## src/rtl/ncg_pkg.sv

```systemverilog
`timescale 1ns / 1ps
`default_nettype none

package ncg_pkg;

    // Defaults for the top-level parameters
    localparam int MAX_K_DEF      = 16;
    localparam int VALUE_BITS_DEF = 8;

    // Fixed field widths
    localparam int N_W        = 8;
    localparam int K_W        = 5;
    localparam int POS_W      = 4;
    localparam int OVAL_W     = 8;
    localparam int CFG_IDX_W  = 2;
    localparam int CFG_DATA_W = 8;

    // Register indexes
    localparam logic [CFG_IDX_W-1:0] CFG_RANGE_N = 2'd0;
    localparam logic [CFG_IDX_W-1:0] CFG_SIZE_K  = 2'd1;

    // Reset values of the registers
    localparam logic [N_W-1:0] RANGE_N_RST = 8'd8;
    localparam logic [K_W-1:0] SIZE_K_RST  = 5'd2;

    // Operation codes
    localparam logic OP_LOAD    = 1'b0;
    localparam logic OP_ADVANCE = 1'b1;

    typedef enum logic [2:0] {
        S_IDLE,
        S_WALK_RD,
        S_WALK_UPD,
        S_CHK_RD,
        S_CHK,
        S_FILL,
        S_EMIT_RD,
        S_EMIT
    } state_t;

    // Controller -> datapath
    typedef struct packed {
        logic load_wr;      // write load item into store
        logic walk_wr;      // write incremented element, capture it as refill seed
        logic fill_wr;      // write next consecutive value
        logic rd_en;        // issue store read
        logic rd_zero;      // read element 0 instead of idx
        logic idx_to_last;  // idx <= k-1
        logic idx_clr;      // idx <= 0
        logic idx_inc;
        logic idx_dec;
        logic ok_set;
        logic ok_clr;
        logic ok_chk_ld;    // ok <= element 0 <= n-k
        logic out_load;     // load output register
    } cmd_t;

    // Datapath -> controller
    typedef struct packed {
        logic over;         // incremented element reached its limit
        logic ok_chk;       // read element is at most n-k
        logic idx_zero;
        logic idx_last;
        logic out_free;     // output register can take a transaction
    } sts_t;

endpackage

`default_nettype wire

```

## src/rtl/ncg_if.sv

```systemverilog
`timescale 1ns / 1ps
`default_nettype none

interface ncg_item_if;
    logic                       valid;
    logic                       ready;
    logic                       operation;
    logic [ncg_pkg::POS_W-1:0]  position;
    logic [ncg_pkg::N_W-1:0]    value;

    modport source (output valid, output operation, output position, output value,
                    input ready);
    modport sink   (input valid, input operation, input position, input value,
                    output ready);
endinterface

interface ncg_result_if;
    logic                       valid;
    logic                       ready;
    logic [ncg_pkg::POS_W-1:0]  out_position;
    logic [ncg_pkg::OVAL_W-1:0] out_value;
    logic                       has_next;
    logic                       last;

    modport source (output valid, output out_position, output out_value,
                    output has_next, output last, input ready);
    modport sink   (input valid, input out_position, input out_value,
                    input has_next, input last, output ready);
endinterface

interface ncg_cfg_if;
    logic                           valid;
    logic                           ready;
    logic [ncg_pkg::CFG_IDX_W-1:0]  index;
    logic [ncg_pkg::CFG_DATA_W-1:0] data;

    modport source (output valid, output index, output data, input ready);
    modport sink   (input valid, input index, input data, output ready);
endinterface

`default_nettype wire

```

## src/rtl/ncg_ctrl.sv

```systemverilog
`timescale 1ns / 1ps
`default_nettype none

module ncg_ctrl (
    input  wire logic          clk,
    input  wire logic          rst_n,
    input  wire logic          item_valid,
    input  wire logic          item_op,
    output logic               item_ready,
    input  wire ncg_pkg::sts_t sts,
    output ncg_pkg::cmd_t      cmd
);
    import ncg_pkg::*;

    state_t state_reg;
    state_t state_next;

    always_ff @(posedge clk or negedge rst_n)
    begin
        if (!rst_n)
        begin
            state_reg <= S_IDLE;
        end
        else
        begin
            state_reg <= state_next;
        end
    end

    // Next state
    always_comb
    begin
        state_next = state_reg;
        case (state_reg)
            S_IDLE:
            begin
                if (item_valid && (item_op == OP_ADVANCE))
                begin
                    state_next = S_WALK_RD;
                end
            end
            S_WALK_RD:
            begin
                state_next = S_WALK_UPD;
            end
            S_WALK_UPD:
            begin
                if (sts.over)
                begin
                    state_next = sts.idx_zero ? S_EMIT_RD : S_WALK_RD;
                end
                else if (sts.idx_zero)
                begin
                    state_next = sts.idx_last ? S_EMIT_RD : S_FILL;
                end
                else
                begin
                    state_next = S_CHK_RD;
                end
            end
            S_CHK_RD:
            begin
                state_next = S_CHK;
            end
            S_CHK:
            begin
                state_next = (sts.ok_chk && !sts.idx_last) ? S_FILL : S_EMIT_RD;
            end
            S_FILL:
            begin
                state_next = sts.idx_last ? S_EMIT_RD : S_FILL;
            end
            S_EMIT_RD:
            begin
                state_next = S_EMIT;
            end
            S_EMIT:
            begin
                if (sts.out_free)
                begin
                    state_next = sts.idx_last ? S_IDLE : S_EMIT_RD;
                end
            end
            default:
            begin
                state_next = S_IDLE;
            end
        endcase
    end

    // Outputs
    always_comb
    begin
        cmd        = '0;
        item_ready = 1'b0;
        case (state_reg)
            S_IDLE:
            begin
                item_ready      = 1'b1;
                cmd.load_wr     = item_valid && (item_op == OP_LOAD);
                cmd.idx_to_last = item_valid && (item_op == OP_ADVANCE);
            end
            S_WALK_RD:
            begin
                cmd.rd_en = 1'b1;
            end
            S_WALK_UPD:
            begin
                cmd.walk_wr = 1'b1;
                if (sts.over)
                begin
                    if (sts.idx_zero)
                    begin
                        cmd.ok_clr  = 1'b1;
                        cmd.idx_clr = 1'b1;
                    end
                    else
                    begin
                        cmd.idx_dec = 1'b1;
                    end
                end
                else if (sts.idx_zero)
                begin
                    cmd.ok_set  = 1'b1;
                    cmd.idx_clr = sts.idx_last;
                    cmd.idx_inc = !sts.idx_last;
                end
            end
            S_CHK_RD:
            begin
                cmd.rd_en   = 1'b1;
                cmd.rd_zero = 1'b1;
            end
            S_CHK:
            begin
                cmd.ok_chk_ld = 1'b1;
                if (sts.ok_chk && !sts.idx_last)
                begin
                    cmd.idx_inc = 1'b1;
                end
                else
                begin
                    cmd.idx_clr = 1'b1;
                end
            end
            S_FILL:
            begin
                cmd.fill_wr = 1'b1;
                cmd.idx_clr = sts.idx_last;
                cmd.idx_inc = !sts.idx_last;
            end
            S_EMIT_RD:
            begin
                cmd.rd_en = 1'b1;
            end
            S_EMIT:
            begin
                if (sts.out_free)
                begin
                    cmd.out_load = 1'b1;
                    cmd.idx_inc  = !sts.idx_last;
                end
            end
            default:
            begin
                cmd = '0;
            end
        endcase
    end

endmodule

`default_nettype wire

```

## src/rtl/ncg_dpath.sv

```systemverilog
`timescale 1ns / 1ps
`default_nettype none

module ncg_dpath #(
    parameter int MAX_K      = ncg_pkg::MAX_K_DEF,
    parameter int VALUE_BITS = ncg_pkg::VALUE_BITS_DEF
) (
    input  wire logic                         clk,
    input  wire logic                         rst_n,
    input  wire ncg_pkg::cmd_t                cmd,
    output ncg_pkg::sts_t                     sts,
    // load item payload
    input  wire logic [ncg_pkg::POS_W-1:0]    position,
    input  wire logic [ncg_pkg::N_W-1:0]      value,
    // register writes
    input  wire logic                         cfg_valid,
    input  wire logic [ncg_pkg::CFG_IDX_W-1:0]  cfg_index,
    input  wire logic [ncg_pkg::CFG_DATA_W-1:0] cfg_data,
    output logic                              cfg_ready,
    // result register
    input  wire logic                         res_ready,
    output logic                              res_valid,
    output logic [ncg_pkg::POS_W-1:0]         res_position,
    output logic [ncg_pkg::OVAL_W-1:0]        res_value,
    output logic                              res_has_next,
    output logic                              res_last
);
    import ncg_pkg::*;

    localparam int AW = (MAX_K > 1) ? $clog2(MAX_K) : 1;
    localparam int KW = $clog2(MAX_K + 1);
    // signed compare width: holds value+1, n, and n-k+1+i down to 1-MAX_K
    localparam int SW = ((VALUE_BITS > N_W) ? VALUE_BITS : N_W) + 2;

    // registers
    logic [N_W-1:0] range_n_reg;
    logic [K_W-1:0] size_k_reg;

    assign cfg_ready = 1'b1;

    always_ff @(posedge clk or negedge rst_n)
    begin
        if (!rst_n)
        begin
            range_n_reg <= RANGE_N_RST;
            size_k_reg  <= SIZE_K_RST;
        end
        else if (cfg_valid)
        begin
            if (cfg_index == CFG_RANGE_N)
            begin
                range_n_reg <= N_W'(cfg_data);
            end
            else if (cfg_index == CFG_SIZE_K)
            begin
                size_k_reg <= K_W'(cfg_data);
            end
        end
    end

    // effective k, clamped to 1..MAX_K
    logic [KW-1:0] k_eff;
    logic [AW-1:0] k_last;

    always_comb
    begin
        if (size_k_reg == '0)
        begin
            k_eff = KW'(1);
        end
        else if (int'(size_k_reg) > MAX_K)
        begin
            k_eff = KW'(MAX_K);
        end
        else
        begin
            k_eff = KW'(size_k_reg);
        end
    end

    assign k_last = AW'(k_eff - KW'(1));

    // element index
    logic [AW-1:0] idx_reg;
    logic [AW-1:0] idx_next;

    always_comb
    begin
        idx_next = idx_reg;
        if (cmd.idx_to_last)
        begin
            idx_next = k_last;
        end
        else if (cmd.idx_clr)
        begin
            idx_next = '0;
        end
        else if (cmd.idx_inc)
        begin
            idx_next = idx_reg + AW'(1);
        end
        else if (cmd.idx_dec)
        begin
            idx_next = idx_reg - AW'(1);
        end
    end

    always_ff @(posedge clk or negedge rst_n)
    begin
        if (!rst_n)
        begin
            idx_reg <= '0;
        end
        else
        begin
            idx_reg <= idx_next;
        end
    end

    // combination store; entries never written read as zero
    logic [VALUE_BITS-1:0] mem [MAX_K];
    logic [MAX_K-1:0]      mem_vld_reg;
    logic [VALUE_BITS-1:0] rd_data_reg;
    logic [VALUE_BITS-1:0] fill_reg;

    logic                  wr_en;
    logic [AW-1:0]         wr_addr;
    logic [VALUE_BITS-1:0] wr_data;
    logic [AW-1:0]         rd_addr;
    logic                  load_in_range;

    logic signed [SW-1:0]  elem_s;
    logic signed [SW-1:0]  incr_s;
    logic signed [SW-1:0]  limit_s;
    logic signed [SW-1:0]  first_max_s;   // n-k
    logic [VALUE_BITS-1:0] fill_val;

    assign elem_s      = $signed(SW'(rd_data_reg));
    assign incr_s      = elem_s + SW'(1);
    assign limit_s     = $signed(SW'(range_n_reg)) + $signed(SW'(idx_reg)) + SW'(1)
                         - $signed(SW'(k_eff));
    assign first_max_s = $signed(SW'(range_n_reg)) - $signed(SW'(k_eff));
    assign fill_val    = fill_reg + VALUE_BITS'(1);

    assign load_in_range = int'(position) < MAX_K;

    always_comb
    begin
        wr_en   = 1'b0;
        wr_addr = idx_reg;
        wr_data = fill_val;
        if (cmd.load_wr)
        begin
            wr_en   = load_in_range;
            wr_addr = AW'(position);
            wr_data = VALUE_BITS'(value);
        end
        else if (cmd.walk_wr)
        begin
            wr_en   = 1'b1;
            wr_data = VALUE_BITS'(incr_s);
        end
        else if (cmd.fill_wr)
        begin
            wr_en = 1'b1;
        end
    end

    assign rd_addr = cmd.rd_zero ? '0 : idx_reg;

    always_ff @(posedge clk)
    begin
        if (wr_en)
        begin
            mem[wr_addr] <= wr_data;
        end
        if (cmd.rd_en)
        begin
            rd_data_reg <= mem_vld_reg[rd_addr] ? mem[rd_addr] : '0;
        end
        if (cmd.walk_wr)
        begin
            fill_reg <= VALUE_BITS'(incr_s);
        end
        else if (cmd.fill_wr)
        begin
            fill_reg <= fill_val;
        end
    end

    always_ff @(posedge clk or negedge rst_n)
    begin
        if (!rst_n)
        begin
            mem_vld_reg <= '0;
        end
        else if (wr_en)
        begin
            mem_vld_reg[wr_addr] <= 1'b1;
        end
    end

    // has-next flag
    logic ok_reg;

    always_ff @(posedge clk or negedge rst_n)
    begin
        if (!rst_n)
        begin
            ok_reg <= 1'b0;
        end
        else if (cmd.ok_set)
        begin
            ok_reg <= 1'b1;
        end
        else if (cmd.ok_clr)
        begin
            ok_reg <= 1'b0;
        end
        else if (cmd.ok_chk_ld)
        begin
            ok_reg <= sts.ok_chk;
        end
    end

    // result register
    logic res_valid_reg;

    always_ff @(posedge clk or negedge rst_n)
    begin
        if (!rst_n)
        begin
            res_valid_reg <= 1'b0;
        end
        else if (cmd.out_load)
        begin
            res_valid_reg <= 1'b1;
        end
        else if (res_ready)
        begin
            res_valid_reg <= 1'b0;
        end
    end

    always_ff @(posedge clk)
    begin
        if (cmd.out_load)
        begin
            res_position <= POS_W'(idx_reg);
            res_value    <= OVAL_W'(rd_data_reg);
            res_has_next <= ok_reg;
            res_last     <= (idx_reg == k_last);
        end
    end

    assign res_valid = res_valid_reg;

    // status
    always_comb
    begin
        sts.over     = incr_s >= limit_s;
        sts.ok_chk   = !(elem_s > first_max_s);
        sts.idx_zero = (idx_reg == '0);
        sts.idx_last = (idx_reg == k_last);
        sts.out_free = !res_valid_reg || res_ready;
    end

endmodule

`default_nettype wire

```

## src/rtl/next_combination_generator.sv

```systemverilog
// Load transaction: written to the store at the edge that accepts it if its position is below MAX_K, no result.
// Advance transaction: w elements are walked back, each read and then written; element 0
// is read again when the walk stopped above it; f elements are refilled; all k elements
// are read and emitted. The store has a registered read; result stalls hold the emit.
// One transaction at a time; the next is taken in the cycle after the last result loads.
// Reset (rst_n, async, active low): range_n = 8, size_k = 2, store reads as all zero.
`timescale 1ns / 1ps
`default_nettype none

module next_combination_generator #(
    parameter int MAX_K      = ncg_pkg::MAX_K_DEF,
    parameter int VALUE_BITS = ncg_pkg::VALUE_BITS_DEF
) (
    input  wire logic   clk,
    input  wire logic   rst_n,
    ncg_item_if.sink    item,
    ncg_result_if.source result,
    ncg_cfg_if.sink     cfg
);
    import ncg_pkg::*;

    // The controller steps through walk, check, refill and emit phases;
    // the datapath holds the store, the index counter, the registers and
    // the result register.
    //
    // Walk: from element k-1 down, read, increment, write back; stop at
    // the first element that stays below its limit n-k+1+i, or at element 0.
    // Check: when the walk stopped above element 0, element 0 is read
    // once more to decide whether a next combination exists.
    // Refill: when a next combination exists, elements after the stop point get consecutive values.
    // Emit: all k elements are read and handed out, one transaction each.

    cmd_t cmd;
    sts_t sts;

    ncg_ctrl u_ctrl (
        .clk        (clk),
        .rst_n      (rst_n),
        .item_valid (item.valid),
        .item_op    (item.operation),
        .item_ready (item.ready),
        .sts        (sts),
        .cmd        (cmd)
    );

    ncg_dpath #(
        .MAX_K      (MAX_K),
        .VALUE_BITS (VALUE_BITS)
    ) u_dpath (
        .clk          (clk),
        .rst_n        (rst_n),
        .cmd          (cmd),
        .sts          (sts),
        .position     (item.position),
        .value        (item.value),
        .cfg_valid    (cfg.valid),
        .cfg_index    (cfg.index),
        .cfg_data     (cfg.data),
        .cfg_ready    (cfg.ready),
        .res_ready    (result.ready),
        .res_valid    (result.valid),
        .res_position (result.out_position),
        .res_value    (result.out_value),
        .res_has_next (result.has_next),
        .res_last     (result.last)
    );

endmodule

`default_nettype wire

```

## src/flat_wrapper.sv

```systemverilog
// flat-port wrapper written by rule: the top's interface ports become plain ports
module next_combination_generator_flat import ncg_pkg::*;
#(
    parameter int MAX_K      = ncg_pkg::MAX_K_DEF,
    parameter int VALUE_BITS = ncg_pkg::VALUE_BITS_DEF
)
  (clk, rst_n, item_valid, item_operation, item_position, item_value, item_ready, result_valid, result_out_position, result_out_value, result_has_next, result_last, result_ready, cfg_valid, cfg_index, cfg_data, cfg_ready);
  ncg_item_if item_i ();
  ncg_result_if result_i ();
  ncg_cfg_if cfg_i ();
  input  wire logic clk;
  input  wire logic rst_n;
  input wire logic [$bits(item_i.valid)-1:0] item_valid;
  input wire logic [$bits(item_i.operation)-1:0] item_operation;
  input wire logic [$bits(item_i.position)-1:0] item_position;
  input wire logic [$bits(item_i.value)-1:0] item_value;
  output wire logic [$bits(item_i.ready)-1:0] item_ready;
  output wire logic [$bits(result_i.valid)-1:0] result_valid;
  output wire logic [$bits(result_i.out_position)-1:0] result_out_position;
  output wire logic [$bits(result_i.out_value)-1:0] result_out_value;
  output wire logic [$bits(result_i.has_next)-1:0] result_has_next;
  output wire logic [$bits(result_i.last)-1:0] result_last;
  input wire logic [$bits(result_i.ready)-1:0] result_ready;
  input wire logic [$bits(cfg_i.valid)-1:0] cfg_valid;
  input wire logic [$bits(cfg_i.index)-1:0] cfg_index;
  input wire logic [$bits(cfg_i.data)-1:0] cfg_data;
  output wire logic [$bits(cfg_i.ready)-1:0] cfg_ready;
  assign item_i.valid = item_valid;
  assign item_i.operation = item_operation;
  assign item_i.position = item_position;
  assign item_i.value = item_value;
  assign item_ready = item_i.ready;
  assign result_valid = result_i.valid;
  assign result_out_position = result_i.out_position;
  assign result_out_value = result_i.out_value;
  assign result_has_next = result_i.has_next;
  assign result_last = result_i.last;
  assign result_i.ready = result_ready;
  assign cfg_i.valid = cfg_valid;
  assign cfg_i.index = cfg_index;
  assign cfg_i.data = cfg_data;
  assign cfg_ready = cfg_i.ready;
  next_combination_generator #(.MAX_K(MAX_K), .VALUE_BITS(VALUE_BITS)) u_core (.clk(clk), .rst_n(rst_n), .item(item_i), .result(result_i), .cfg(cfg_i));
endmodule
```

## config.mk

```make
export PLATFORM = sky130hd
export DESIGN_NAME = next_combination_generator_flat
export DESIGN_NICKNAME = d
export VERILOG_FILES = /design/src/rtl/ncg_pkg.sv /design/src/rtl/ncg_if.sv /design/src/rtl/ncg_ctrl.sv /design/src/rtl/ncg_dpath.sv /design/src/rtl/next_combination_generator.sv /design/src/flat_wrapper.sv
export SDC_FILE = /design/constraint.sdc
export NUM_CORES = 1
export LEC_CHECK = 0
export ABC_AREA = 1
export BUFFER_PORTS_ARGS = -buffer_cell sky130_fd_sc_hd__buf_2
export CELL_PAD_IN_SITES_DETAIL_PLACEMENT = 0
export CELL_PAD_IN_SITES_GLOBAL_PLACEMENT = 2
export CORE_ASPECT_RATIO = 0.7
export CORE_MARGIN = 8
export CORE_UTILIZATION = 36
export DETAILED_ROUTE_END_ITERATION = 8
export HOLD_SLACK_MARGIN = 0.02
export PLACE_DENSITY_LB_ADDON = 0.1
export SKIP_CTS_REPAIR_TIMING = 1
export SLEW_MARGIN = 20
export SYNTH_ARGS = -nofsm -noshare
export SYNTH_HDL_FRONTEND = slang
export SYNTH_SLANG_ARGS = --single-unit
```

## constraint.sdc

```tcl
create_clock -name clk -period 4.35 [get_ports clk]
set_input_delay 0.435 -clock clk [delete_from_list [all_inputs] [get_ports clk]]
set_output_delay 0.435 -clock clk [all_outputs]
set_load 0.1 [all_outputs]
```

==> After elaboration in Yosys (flattened, before gate mapping) <==
Memory sizes are Yosys's and may differ from the RTL's. A register that Yosys moved wholly into a read port is not among the register bits.
Index checks and enable logic that the tools add are counted.
{ "classes": {"addsub": 9, "order_cmp": 6, "n_eq_ne": 11, "n_mux": 59, "bitwise_logic": 3, "reduce_logical": 21} }
{ "ops": {"columns": ["operator", "n"], "rows": [
  ["two-way mux 1 bit", 32],
  ["two-way mux 8 bit", 4],
  ["two-way mux 4 bit", 6],
  ["case mux 3 bit (8 select lines)", 1],
  ["two-way mux 3 bit", 7],
  ["bitwise OR 16 bit", 1],
  ["equality test 3 bit, second input constant", 4],
  ["adder 9 x 1 -> 10 bit, second input constant", 1],
  [">= comparator 10 bit", 1],
  ["less-than comparator 4 x 5 -> 1 bit, second input constant", 2],
  ["two-way mux 5 bit", 2],
  ["subtractor 10 x 6 -> 10 bit", 1],
  ["adder 8 x 1 -> 9 bit, second input constant", 1],
  ["adder 8 x 4 -> 9 bit", 1],
  ["> comparator 9 bit", 1],
  ["subtractor 8 x 5 -> 9 bit", 1],
  ["adder 8 x 1 -> 8 bit, second input constant", 1],
  ["subtractor 4 x 1 -> 4 bit, second input constant", 2],
  ["equality test 3 x 2 -> 1 bit, second input constant", 2],
  ["two-way mux 2 bit", 3],
  ["> comparator 5 bit, second input constant", 1],
  ["logical NOT 5 bit", 1],
  ["adder 4 x 1 -> 4 bit, second input constant", 1],
  ["binary-select mux 1 bit (select 4 bit)", 1],
  ["other kinds (22)", 31]
]} }
{ "totals": {"ff_bits": 60, "ram_bits": 128, "in_bits": 28, "out_inout_bits": 17, "word_cells": 122, "mem_count": 1} }
{ "memory_table": {"columns": ["memory", "words", "width", "read_ports", "rd_clocked_by_memory_dff", "write_ports", "line", "source"], "rows": [
  ["u_core.u_dpath.mem", 16, 8, 1, 1, 1, "ncg_dpath.sv:121", "logic [VALUE_BITS-1:0] mem [MAX_K];"]
]} }

==> Logic depth before layout (Yosys ltp) <==
Gate-level depths: netlist (run 1).
{ "depth": {"word_depth": 12, "ltp_mapped": 36} }

==> Cells and area by module <==
Synthesis (run 1) repeated with hierarchy kept, for this count alone.
{ "unflattened": {"hier_cells": 995, "hier_area_um2": 9830.7} }
{ "modules_own_cells": {"columns": ["module", "instances", "cells_each", "area_each_um2", "seq_area_each_um2"], "rows": [
  ["ncg_dpath", 1, 928, 9440.3, 5622.9],
  ["ncg_ctrl", 1, 67, 390.4, 75.1]
]} }

==> Worst setup path after synthesis (run 1) <==
Ideal clock, no wire load.
{ "synth_path": {"path_type": "register to register", "startpoint": "reg u_core.u_dpath.size_k_reg[1]", "endpoint": "reg u_core.u_dpath.idx_reg[3]", "arrival_time_ns": 4.344, "required_time_ns": 4.233, "setup_slack_ns": -0.111, "path_stages_with_launch": 37, "period_less_slack_ns": 4.461, "cell_sequence": "dfstp_2 nor2_1 nand2_1 nand2_1 nand2_1 inv_1 fa_1 inv_1 ha_1 a21oi_1 nand2_1 a21oi_1 o21ai_0 xor2_1 ha_1 nand2_1 inv_1 a21oi_1 nand2_1 nand2_1 nand2_1 nand2_1 nand4_1 nand2_1 inv_1 nand2_2 nand2_2 ha_1 a21oi_1 nand2_1 xor2_1 inv_1 nand3_1 nand3_1 nand2_1 nand2_1 nand2_1"} }
{ "synth_via": {"elab_chain_len": 12} }
{ "synth_rtl": {"columns": ["element", "line", "source"], "rows": [
  ["start, declared", "ncg_dpath.sv:37", "logic [K_W-1:0] size_k_reg;"],
  ["start signal, assigned", "ncg_dpath.sv:56", "size_k_reg <= K_W'(cfg_data);"],
  ["> comparator 5 bit", "ncg_dpath.sv:71", "else if (int'(size_k_reg) > MAX_K)"],
  ["two-way mux 5 bit", "ncg_dpath.sv:71", null],
  ["two-way mux 5 bit (*)", "ncg_dpath.sv:67", "if (size_k_reg == '0)"],
  ["subtractor 8 x 5 -> 9 bit / subtractor 4 x 1 -> 4 bit (equally long branches)", "ncg_dpath.sv:142, ncg_dpath.sv:81", null],
  ["> comparator 9 bit / equality test 4 bit (equally long branches)", "ncg_dpath.sv:262, ncg_dpath.sv:264", null],
  ["logical NOT 1 bit (on tied branches)", null, null],
  ["logical AND 1 bit / two-way mux 2 bit (equally long branches)", "ncg_ctrl.sv:137, ncg_ctrl.sv:122", null],
  ["two-way mux 1 bit (on tied branches)", "ncg_ctrl.sv:137, ncg_ctrl.sv:110", null],
  ["case mux 1 bit (4 select lines)", "ncg_ctrl.sv:96", "case (state_reg)"],
  ["two-way mux 4 bit", "ncg_dpath.sv:98", "else if (cmd.idx_inc)"],
  ["two-way mux 4 bit", "ncg_dpath.sv:94", "else if (cmd.idx_clr)"],
  ["two-way mux 4 bit", "ncg_dpath.sv:90", "if (cmd.idx_to_last)"],
  ["end signal, assigned", "ncg_dpath.sv:116", "idx_reg <= idx_next;"],
  ["end, declared", "ncg_dpath.sv:84", "logic [AW-1:0] idx_reg;"]
]} }
Every way passes the cells marked *; elsewhere a longest branch is shown, timed or not.
A chain may end at the register's enable or synchronous reset.

==> Worst setup path after layout (run 1) <==
Ends and elaborated chain as after synthesis.

==> summary.md, run 1 <==
| Metric | Value |
|---|---|
| Net Sw Frac | `0.443` |
| Initial antenna violation count | `0` |
| Synth top area share | `0.486` |
| DP Wirelength | `19200 um` |
| Area growth from synthesis to layout | `18.0%` |
| Placer's final routability congestion estimate | `0.807` |
| Avg Vias per Cell | `slightly below 5` |
| Worst EP arrival | `4.93 ns` |
| Clock tree root buffer cell | `clkbuf_16` |
| Die area | `32800 um^2` |
| Peak VDD IR | `0.356 mV` |
| Worst setup SP type | `register` |
| Largest net degree at the start of global routing | `55` |
| Worst-path maximum fanout | `4` |
| Gr usage total | `0.171` |
| Fmax | `217 MHz` |
| Cell taking the most area after synthesis | `edfxtp_1` |
| Clock sinks | `between 150 and 200` |
| Reg-to-reg endpoint | `u_core.u_dpath.idx_reg[3]` |
| Power density cells | `808 nW/um^2` |
| Synth async-reset ratio | `0.194` |
| Failing checks | `negative hold slack, negative setup slack` |
| Area of the multi-input gates | `3640 um^2` |
| CTS Buffer Depth | `2` |
| I/O pin count | `45` |
| Max-Cap Viols | `0` |
| Most common cell in the netlist | `nand2_1` |
| Syn Inst Count | `977` |
| Clock Pin Slew Worst Setup and Hold Paths | `0.08 ns` |
| DR WL/cell | `18.7 um` |
| Die Wd | `213 um` |
| Post-synthesis cell type count | `45` |
| Syn_nets | `between 1000 and 1500` |
| Hold Crit Class | `in -> async` |
| Worst clock skew | `around 0.01 ns` |
| Sequential share of the synthesized area | `0.583` |
| Rows | `50` |
| Remaining antenna violation count | `0` |
| Fin crit share | `1.06` |
| Share of cells above drive strength 1 | `0.189` |
| Antenna diodes | `0` |
| Avg Cell Area, Syn | `approximately 10 um^2` |
| Synthesis-stage register bit count | `196` |
| Sw power | `between 4000 and 5000 uW` |
| Internal power | `5190 uW` |
| Dpl ws | `-0.339 ns` |
| Die H | `154 um` |
| Number of DRC markers in iteration 0 | `581` |
| Register area | `5700 um^2` |
| Vias in the first global route | `~6700` |
| Post-route cell area | `11500 um^2` |
| Ys flop type | `edfxtp_1` |
| Fin util | `0.432` |
| H-tree levels | `4` |
| Minimum clock period after layout | `4.60 ns` |
| Via count | `roughly 7000` |
| Placed cell area | `roughly 11000 um^2` |
| Drt pass-1 iters | `5` |
| Clock latency at the later pin of the worst-skew pair | `between 0.4 and 0.5 ns` |
| PortBufs | `43` |
| # fillers | `2686` |
| Syn. warnings | `0` |
| Comb pwr share | `0.506` |
| Slew HR | `0.356` |
| R2R Path Start | `u_core.u_dpath.size_k_reg[1]` |
| CP peak stage delay | `0.54 ns` |
| R2R setup slack | `-0.25 ns` |
| TNS Setup | `-0.550 ns` |
| Nets@finish | `1147` |
| Share of power burned in registers | `0.320` |
| Synth top cells by count | `nand2_1, nor2_1, edfxtp_1` |
| DRT Wirelength | `27100 um` |
| Number of synthesized flops with an enable pin | `158` |
| Setup violators final | `3` |
| Setup ws final | `-0.252 ns` |
| Crit path required time | `4.68 ns` |
| CTS buffer count | `17` |
| Critical path capture point type | `register` |
| First-pass GRT wire length | `approximately 42000 um` |
| Initial core utilization | `0.366` |
| RSZ-0062 raised after global routing | `yes` |
| Final hold slack | `-0.0128 ns` |
| Max reg flops | `128` |
| Grt ovf | `0` |
| Synth Cell Area | `between 9000 and 10000 um^2` |
| Synth top area cells | `edfxtp_1, dfrtp_1, nand2_1` |
| Critical Path Slowest Stage Cell | `dfstp_2` |
| CTS tree | `done` |
| Hold violation count in the final report | `18` |
| P_leak | `0.00481 uW` |
| Total power | `9320 uW` |
| R2R depth | `36` |
| Residual DRC | `0` |
| Cell mode on critical path | `nand2_1` |
| CP Class | `reg -> reg` |
| Slew Viols, Final | `0` |
| Clock share of power | `0.174` |
| Core area | `26700 um^2` |
| Outcome | `finished, violations left` |
| Worst-Margin Slew | `0.963 ns` |
-- how the worst max path moves through the flow --
stage                                             from                        end  slack [ns]  cells after the start
after floorplan           u_core.u_dpath.size_k_reg[1]  u_core.u_dpath.idx_reg[3]        0.04                     33
after global routing      u_core.u_dpath.size_k_reg[1]  u_core.u_dpath.idx_reg[3]       -0.56                     36
final                     u_core.u_dpath.size_k_reg[1]  u_core.u_dpath.idx_reg[3]       -0.25                     36
after global placement    u_core.u_dpath.size_k_reg[1]  u_core.u_dpath.idx_reg[3]       -0.30                     33
after detailed placement  u_core.u_dpath.size_k_reg[1]  u_core.u_dpath.idx_reg[3]       -0.34                     33
after CTS                 u_core.u_dpath.size_k_reg[1]  u_core.u_dpath.idx_reg[3]       -0.37                     33
-- power groups by stage --
stage	sequential [uW]	clock, uW	combinational [uW]
finish	2990	1620	4710
global route	3020	1720	5310
CTS	2990	1660	4540
detailed placement	3030	0	4520
global placement	3020	0	4530
floorplan	3080	0	2810
-- metal layers --
layer,vias to the layer above,GRT usage,part of all wire
li1,3499,-,-
met1,3314,0.292,0.58
met2,145,0.213,0.37
met3,11,0.0315,0.043
met4,0,0.0341,0.0066
met5,-,0,0
-- cell usage in the layout (no fill, tap or decap), drive strengths merged --
master	count
a21oi	24
a31oi	1
and3	1
buf	108
bufinv	2
clkbuf	17
clkinv	10
clkinvlp	1
conb	1
dfrtp	36
dfstp	2
edfxtp	158
fa	6
ha	39
inv	115
nand2	176
nand3	33
nand3b	2
nand4	6
nor2	176
nor3	5
nor4	1
o211ai	5
o21ai	96
o221ai	1
o311ai	16
o32ai	16
or2	10
xnor2	8
xor2	15
-- stage by stage --
stage / std cells / hold WS, ns
floorplan: 977 / 0.139
global placement: 1417 / 0.438
detailed placement: 1417 / 0.447
CTS: 1449 / 0.183
global route: 1451 / 0.0211
finish: 1451 / -0.0128
-- critical path: cells and delay by family, from the launching register on --
kind / cells / cell delay [ns]
fa+ha+maj: 4 / 1.35
xor+xnor: 2 / 0.35
flops: 1 / 0.54
simple gates: 21 / 1.59
compound gates: 4 / 0.42
buf+inv: 5 / 0.25
-- cell families (layout without fill, tap and decap cells) --
group                      Yosys count  in the layout  share of synthesized area
DFF                                196            196                      0.583
and+or+nand+nor                    410            410                      0.177
AOI/OAI and AO/OA                  159            159                     0.0978
xor gates and xnor gates            23             23                     0.0206
buffers and inverters              143            253                     0.0586
adders and majority gates           45             45                     0.0622
other                                1              1                   0.000384
-- layout make-up --
class | instances | area share
clock buffer | 17 | 0.0369
inverter | 113 | 0.0371
clock inverter | 15 | 0.0154
timing repair buffer | 108 | 0.0615
tap | 364 | 0.0395
sequential | 196 | 0.494
multi-input combinational | 638 | 0.316
No activity file was read; power rests on OpenSTA's default activity.
==> inputs of run 2 (changes only) <==
--- a/config.mk
+++ b/config.mk
@@ -10,7 +10,6 @@
 export CELL_PAD_IN_SITES_DETAIL_PLACEMENT = 0
 export CELL_PAD_IN_SITES_GLOBAL_PLACEMENT = 2
 export CORE_ASPECT_RATIO = 0.7
-export CORE_MARGIN = 8
 export CORE_UTILIZATION = 36
 export DETAILED_ROUTE_END_ITERATION = 8
 export HOLD_SLACK_MARGIN = 0.02
==> run 2 against run 1 <==
The run ends with negative setup slack left. Flip-flop and latch count stayed put. Combinational power hardly changed. Register-to-register slack worse by 0.02 ns. Hold slack better by 0.25 ns. Power is 1.3% lower. Cell count hardly changed. Clock skew is 0.0010 ns higher. Die area is 15% lower.
==> summary.md, run 2 (synthesis gave the netlist of run 1 again) <==
| Metric | Value |
|---|---|
| Outcome | `finished, violations left` |
| Failing checks | `negative setup slack` |
| CP Class | `reg -> reg` |
| Clock tree root buffer cell | `clkbuf_16` |
| I/O pin count | `45 (unchanged)` |
| Sw power | `4130 uW (about the same)` |
| Max-Cap Viols | `0 (unchanged)` |
| Clock Pin Slew Worst Setup and Hold Paths | `0.08 ns (about the same)` |
| Worst-path maximum fanout | `4 (unchanged)` |
| Hold Crit Class | `in -> reg` |
| Rows | `50 (unchanged)` |
| CTS Buffer Depth | `2 (unchanged)` |
| Share of cells above drive strength 1 | `0.181 (-0.00753)` |
| Core area | `26700 um^2 (unchanged)` |
| Antenna diodes | `0 (unchanged)` |
| Setup ws final | `-0.277 ns (-0.0246 ns)` |
| Cell mode on critical path | `nand2_1` |
| R2R depth | `36 (unchanged)` |
| Fin util | `0.429 (-0.00262)` |
| Comb pwr share | `0.511 (+0.005)` |
| Dpl ws | `-0.352 ns (-0.0135 ns)` |
| Remaining antenna violation count | `0 (unchanged)` |
| Worst clock skew | `0.0109 ns (+0.00101 ns)` |
| Internal power | `5060 uW (-2.4%)` |
| Die H | `140 um (-9.1%)` |
| # fillers | `2678 (-0.30%)` |
| H-tree levels | `4 (unchanged)` |
| R2R setup slack | `-0.28 ns (-0.02 ns)` |
| Worst setup SP type | `register` |
| Initial core utilization | `0.366 (unchanged)` |
| Critical path capture point type | `register` |
| P_leak | `0.00479 uW (-0.55%)` |
| Net Sw Frac | `0.450 (+0.00634)` |
| Placer's final routability congestion estimate | `0.776 (-3.9%)` |
| Clock share of power | `0.165 (-0.009)` |
| Max reg flops | `128 (unchanged)` |
| CTS tree | `done` |
| Minimum clock period after layout | `4.63 ns (+0.0246 ns)` |
| PortBufs | `43 (unchanged)` |
| Worst EP arrival | `4.96 ns (+0.03 ns)` |
| DR WL/cell | `18.5 um (-1.4%)` |
| Drt pass-1 iters | `5 (unchanged)` |
| Min-delay src | `cfg_data[7]` |
| Residual DRC | `0 (unchanged)` |
| Peak VDD IR | `0.372 mV (+4.2%)` |
| Vias in the first global route | `6464 (-3.2%)` |
| Slew HR | `0.349 (-0.00659)` |
| CTS buffer count | `17 (unchanged)` |
| Fin crit share | `1.06 (+0.00566)` |
| Initial antenna violation count | `0 (unchanged)` |
| Clock sinks | `196 (unchanged)` |
| RSZ-0062 raised after global routing | `yes` |
| Gr usage total | `0.203 (+0.0314)` |
| Largest net degree at the start of global routing | `55 (unchanged)` |
| Total power | `9190 uW (-1.3%)` |
| Die Wd | `199 um (-6.6%)` |
| Final hold slack | `0.240 ns (+0.253 ns)` |
| Crit path required time | `4.68 ns (about the same)` |
| Area growth from synthesis to layout | `17.3%` |
| Critical Path Slowest Stage Cell | `dfstp_2` |
| Slew Viols, Final | `0 (unchanged)` |
| Clock latency at the later pin of the worst-skew pair | `0.45 ns (about the same)` |
| Hold EP | `u_core.u_dpath.range_n_reg[7]` |
| DP Wirelength | `18900 um (-1.7%)` |
| Grt ovf | `0 (unchanged)` |
| Worst Hold Depth | `3` |
| Avg Vias per Cell | `4.77 (-0.61%)` |
| Fmax | `216 MHz (-0.53%)` |
| Die area | `27800 um^2 (-15%)` |
| Nets@finish | `1148 (+0.087%)` |
| DRT Wirelength | `26800 um (-1.3%)` |
| Most common cell after layout, fill and taps aside | `nor2_1` |
| Via count | `6931 (-0.55%)` |
| Most frequent cells in the layout | `nor2_1, nand2_1, edfxtp_1, inv_1, o21ai_0` |
| First-pass GRT wire length | `40900 um (-2.8%)` |
| Share of power burned in registers | `0.324 (+0.004)` |
| Worst-Margin Slew | `0.975 ns (+0.0124 ns)` |
| R2R Path Start | `u_core.u_dpath.size_k_reg[1]` |
| CP peak stage delay | `0.53 ns (about the same)` |
| Reg-to-reg endpoint | `u_core.u_dpath.idx_reg[3]` |
| Hold violation count in the final report | `0 (-18)` |
| Setup violators final | `3 (unchanged)` |
| Number of DRC markers in iteration 0 | `517 (-11%)` |
| Power density cells | `802 nW/um^2 (-0.72%)` |
## run 2: how the worst max path moves through the flow
stage	from	to	slack [ns]	cells after the start
2_1_floorplan	u_core.u_dpath.size_k_reg[1]	u_core.u_dpath.idx_reg[3]	0.04	33
3_3_place_gp	u_core.u_dpath.size_k_reg[1]	u_core.u_dpath.idx_reg[3]	-0.31	33
3_5_place_dp	u_core.u_dpath.size_k_reg[1]	u_core.u_dpath.idx_reg[3]	-0.35	33
4_1_cts	u_core.u_dpath.size_k_reg[1]	u_core.u_dpath.idx_reg[3]	-0.39	33
5_1_grt	u_core.u_dpath.size_k_reg[1]	u_core.u_dpath.idx_reg[3]	-0.55	36
6_report	u_core.u_dpath.size_k_reg[1]	u_core.u_dpath.idx_reg[3]	-0.28	36
## run 2: layer usage
layer	part of all wire	global-route usage
met5	0	0
met4	0.0068	0.0449
met3	0.034	0.0330
met2	0.37	0.243
met1	0.59	0.358
## run 2: power groups by stage
stage / registers, uW / clock network [uW] / logic [uW]
2_1_floorplan: 3080 / 0 / 2810
3_3_place_gp: 3020 / 0 / 4520
3_5_place_dp: 3020 / 0 / 4520
4_1_cts: 2980 / 1550 / 4530
5_1_grt: 3020 / 1630 / 5270
6_report: 2980 / 1520 / 4700
## run 2: cell type report
cell class              instances  area, um^2  share of cell area
clock buffers                  18         429              0.0374
inverters                     113         430              0.0375
flip-flops and latches        196        5700               0.497
multi-input cells             638        3610               0.315
clock inverters                14         119              0.0104
well taps                     364         455              0.0397
repair buffers                109         723              0.0631
## run 2: stage by stage
stage | cell area [um^2] | setup TNS, ns | std cells
after detailed placement | 10800 | -0.960 | 1416
after floorplan | 9800 | 0 | 977
final | 11500 | -0.622 | 1452
after global placement | 10800 | -0.718 | 1416
after CTS | 11300 | -1.05 | 1448
after global routing | 11500 | -1.68 | 1452
## run 2: critical path, delay by kind of cell (launching register included)
family / cells / cell delay, ns
simple gates: 20 / 1.55
flops: 1 / 0.53
buf+inv: 5 / 0.24
compound gates: 5 / 0.56
xor+xnor: 2 / 0.34
fa+ha+maj: 4 / 1.30
==> inputs of run 3 (changes only) <==
--- a/config.mk
+++ b/config.mk
@@ -10,10 +10,11 @@
 export CELL_PAD_IN_SITES_DETAIL_PLACEMENT = 0
 export CELL_PAD_IN_SITES_GLOBAL_PLACEMENT = 2
 export CORE_ASPECT_RATIO = 0.7
-export CORE_UTILIZATION = 36
+export CORE_UTILIZATION = 23
+export CTS_CLUSTER_SIZE = 40
 export DETAILED_ROUTE_END_ITERATION = 8
 export HOLD_SLACK_MARGIN = 0.02
-export PLACE_DENSITY_LB_ADDON = 0.1
+export PLACE_DENSITY = 0.56
 export SKIP_CTS_REPAIR_TIMING = 1
 export SLEW_MARGIN = 20
 export SYNTH_ARGS = -nofsm -noshare
==> run 3 against run 2 <==
The flow still finishes with violations (negative setup slack). Largest cell class unchanged. Critical path depth unchanged. Count of clock-buffer cells in the layout decreased by 1. Cell count increased by 12%. Clock power increased by 11%. Combinational power about the same. Core utilization decreased by 15 points. First-iteration DRC count decreased by 3.7%.
==> summary.md, run 3 (synthesis gave the netlist of run 1 again) <==
| Metric | Value |
|---|---|
| Placer's final routability congestion estimate | `0.751 (-3.2%)` |
| Top delay family on crit path | `simple AND/OR/NAND/NOR gates` |
| Peak VDD IR | `0.455 mV (+22%)` |
| Fin util | `0.284 (-0.145)` |
| Worst Setup SP | `u_core.u_dpath.size_k_reg[1]` |
| Vias in the first global route | `6728 (+4.1%)` |
| Die Wd | `248 um (+25%)` |
| Clock Pin Slew Worst Setup and Hold Paths | `0.08 ns (about the same)` |
| CP peak stage delay | `0.54 ns (about the same)` |
| M1 WL | `17000 um (+8.3%)` |
| Fmax | `217 MHz (+0.27%)` |
| Area growth from synthesis to layout | `20.4%` |
| Worst-path maximum fanout | `4 (unchanged)` |
| Layout Cells excl Fill | `1632 (+12%)` |
| P_leak | `0.00483 uW (+0.86%)` |
| Slew HR | `0.326 (-0.0232)` |
| CTS buffer count | `17 (unchanged)` |
| TNS Setup | `-0.693 ns (-0.0714 ns)` |
| CTS Buffer Depth | `2 (unchanged)` |
| Initial antenna violation count | `1 (+1)` |
| R2R Path Start | `u_core.u_dpath.size_k_reg[1]` |
| Rows | `62 (+24%)` |
| RSZ-0062 raised after global routing | `yes` |
| Largest net degree at the start of global routing | `71 (+29%)` |
| Fin crit share | `1.06 (-0.00284)` |
| Hold violation count in the final report | `0 (unchanged)` |
| H-tree levels | `4 (unchanged)` |
| Nets@finish | `1148 (unchanged)` |
| PortBufs | `43 (unchanged)` |
| Critical path buffers and inverters | `5 (unchanged)` |
| Initial core utilization | `0.236 (-0.130)` |
| Failing checks | `negative setup slack` |
| Dpl ws | `-0.380 ns (-0.0282 ns)` |
| Power density cells | `799 nW/um^2 (-0.42%)` |
| DP Wirelength | `20800 um (+9.9%)` |
| CP Class | `reg -> reg` |
| Slew Viols, Final | `0 (unchanged)` |
| Worst clock skew | `0.0118 ns (+0.000915 ns)` |
| Setup violators final | `3 (unchanged)` |
| DRT Wirelength | `29100 um (+8.8%)` |
| CP Depth | `36 (unchanged)` |
| Most frequent cells in the layout | `nand2_1, nor2_1, edfxtp_1, inv_1, o21ai_0` |
| Top Metal Used | `met4` |
| Grt ovf | `0 (unchanged)` |
| Outcome | `finished, violations left` |
| Die area | `43300 um^2 (+56%)` |
| Clock sinks | `196 (unchanged)` |
| Reg-to-reg endpoint | `u_core.u_dpath.idx_reg[3]` |
| Antenna diodes | `0 (unchanged)` |
| Metal3 WL | `927 um (+2.8%)` |
| Gr usage total | `0.140 (-0.0631)` |
| Share of cells above drive strength 1 | `0.180 (-0.000919)` |
| I/O pin count | `45 (unchanged)` |
| Worst EP arrival | `4.96 ns (about the same)` |
| Number of DRC markers in iteration 0 | `498 (-3.7%)` |
| Remaining antenna violation count | `0 (unchanged)` |
| Drt pass-1 iters | `5 (unchanged)` |
| Number of instances in the placed design | `1594 (+13%)` |
| Avg Vias per Cell | `4.30 (-10%)` |
| R2R setup slack | `-0.26 ns (about the same)` |
| Setup ws final | `-0.265 ns (+0.0124 ns)` |
| Residual DRC | `0 (unchanged)` |
| Max reg flops | `128 (unchanged)` |
| Core area | `41400 um^2 (+55%)` |
| Most common cell after layout, fill and taps aside | `nand2_1` |
| CTS tree | `done` |
| Max-Cap Viols | `0 (unchanged)` |
| First-pass GRT wire length | `43900 um (+7.2%)` |
| Worst-Margin Slew | `1.01 ns (+0.0348 ns)` |
| Critical Path Slowest Stage Cell | `dfstp_2` |
| DR WL/cell | `17.9 um (-3.2%)` |
| Hold Crit Class | `in -> reg` |
| Via count | `7012 (+1.2%)` |
| Critical path capture point type | `register` |
| Worst setup SP type | `register` |
| Clock tree root buffer cell | `clkbuf_16` |
| Worst Setup EP | `u_core.u_dpath.idx_reg[3]` |
| R2R depth | `36 (unchanged)` |
| Met2 WL | `11000 um (+10%)` |
| Final hold slack | `0.221 ns (-0.0191 ns)` |
| Crit path required time | `4.70 ns (+0.02 ns)` |
| Minimum clock period after layout | `4.61 ns (-0.0124 ns)` |
| Cell mode on critical path | `nand2_1` |
| Clock latency at the later pin of the worst-skew pair | `0.45 ns (about the same)` |
| Die H | `174 um (+25%)` |
==> run 3: changes by cell type in the layout (fill, tap and decap cells not counted), sizes merged <==
cell / delta
clkbuf: -1
inv: -2
bufinv: +2
clkinv: +1
==> run 3: worst register-to-register path, delay by kind of cell (launching register included) <==
kind	cells	cell delay (ns)
AND/OR/NAND/NOR	20	1.55
adder cells (fa/ha/maj)	4	1.28
AO/OA/AOI/OAI	5	0.62
flip-flops	1	0.54
XOR/XNOR	2	0.32
buffers and inverters	5	0.23
==> run 3: layer usage <==
layer  GRT usage  vias up
met5           0        -
li1            -     3502
met4      0.0328        0
met3      0.0266       12
met1       0.233     3391
met2       0.176      107
==> run 3: area by class of cell <==
cell class | instances | area (um^2)
tap | 544 | 681
multi-input combinational | 638 | 3600
clock inverter | 15 | 196
fill | 4406 | 29700
inverter | 113 | 430
sequential | 196 | 5700
clock buffer | 17 | 425
timing repair buffer | 109 | 736
==> run 3: worst min path at each step <==
stage	startpoint	to	slack (ns)	cells past startpoint
after floorplan	rst_n	u_core.u_ctrl.state_reg[0]	0.14	0
after global placement	u_core.u_dpath.mem_vld_reg[10]	u_core.u_dpath.mem_vld_reg[10]	0.44	2
after detailed placement	u_core.u_dpath.mem_vld_reg[11]	u_core.u_dpath.mem_vld_reg[11]	0.45	1
after CTS	rst_n	u_core.u_dpath.idx_reg[3]	0.17	1
after global routing	cfg_data[3]	u_core.u_dpath.range_n_reg[3]	0.22	3
final	cfg_data[3]	u_core.u_dpath.range_n_reg[3]	0.22	3
==> run 3: stage by stage <==
stage	cell area (um^2)	total power (uW)
4_1_cts	11600	9350
5_1_grt	11800	10200
2_1_floorplan	9800	5890
3_5_place_dp	11000	7620
6_report	11800	9400
3_3_place_gp	11000	7660
==> run 3: report_power, final <==
group / internal (uW) / switching [uW] / total [uW]
registers: 2790 / 204 / 2990
clock network: 878 / 816 / 1690
logic: 1520 / 3190 / 4710
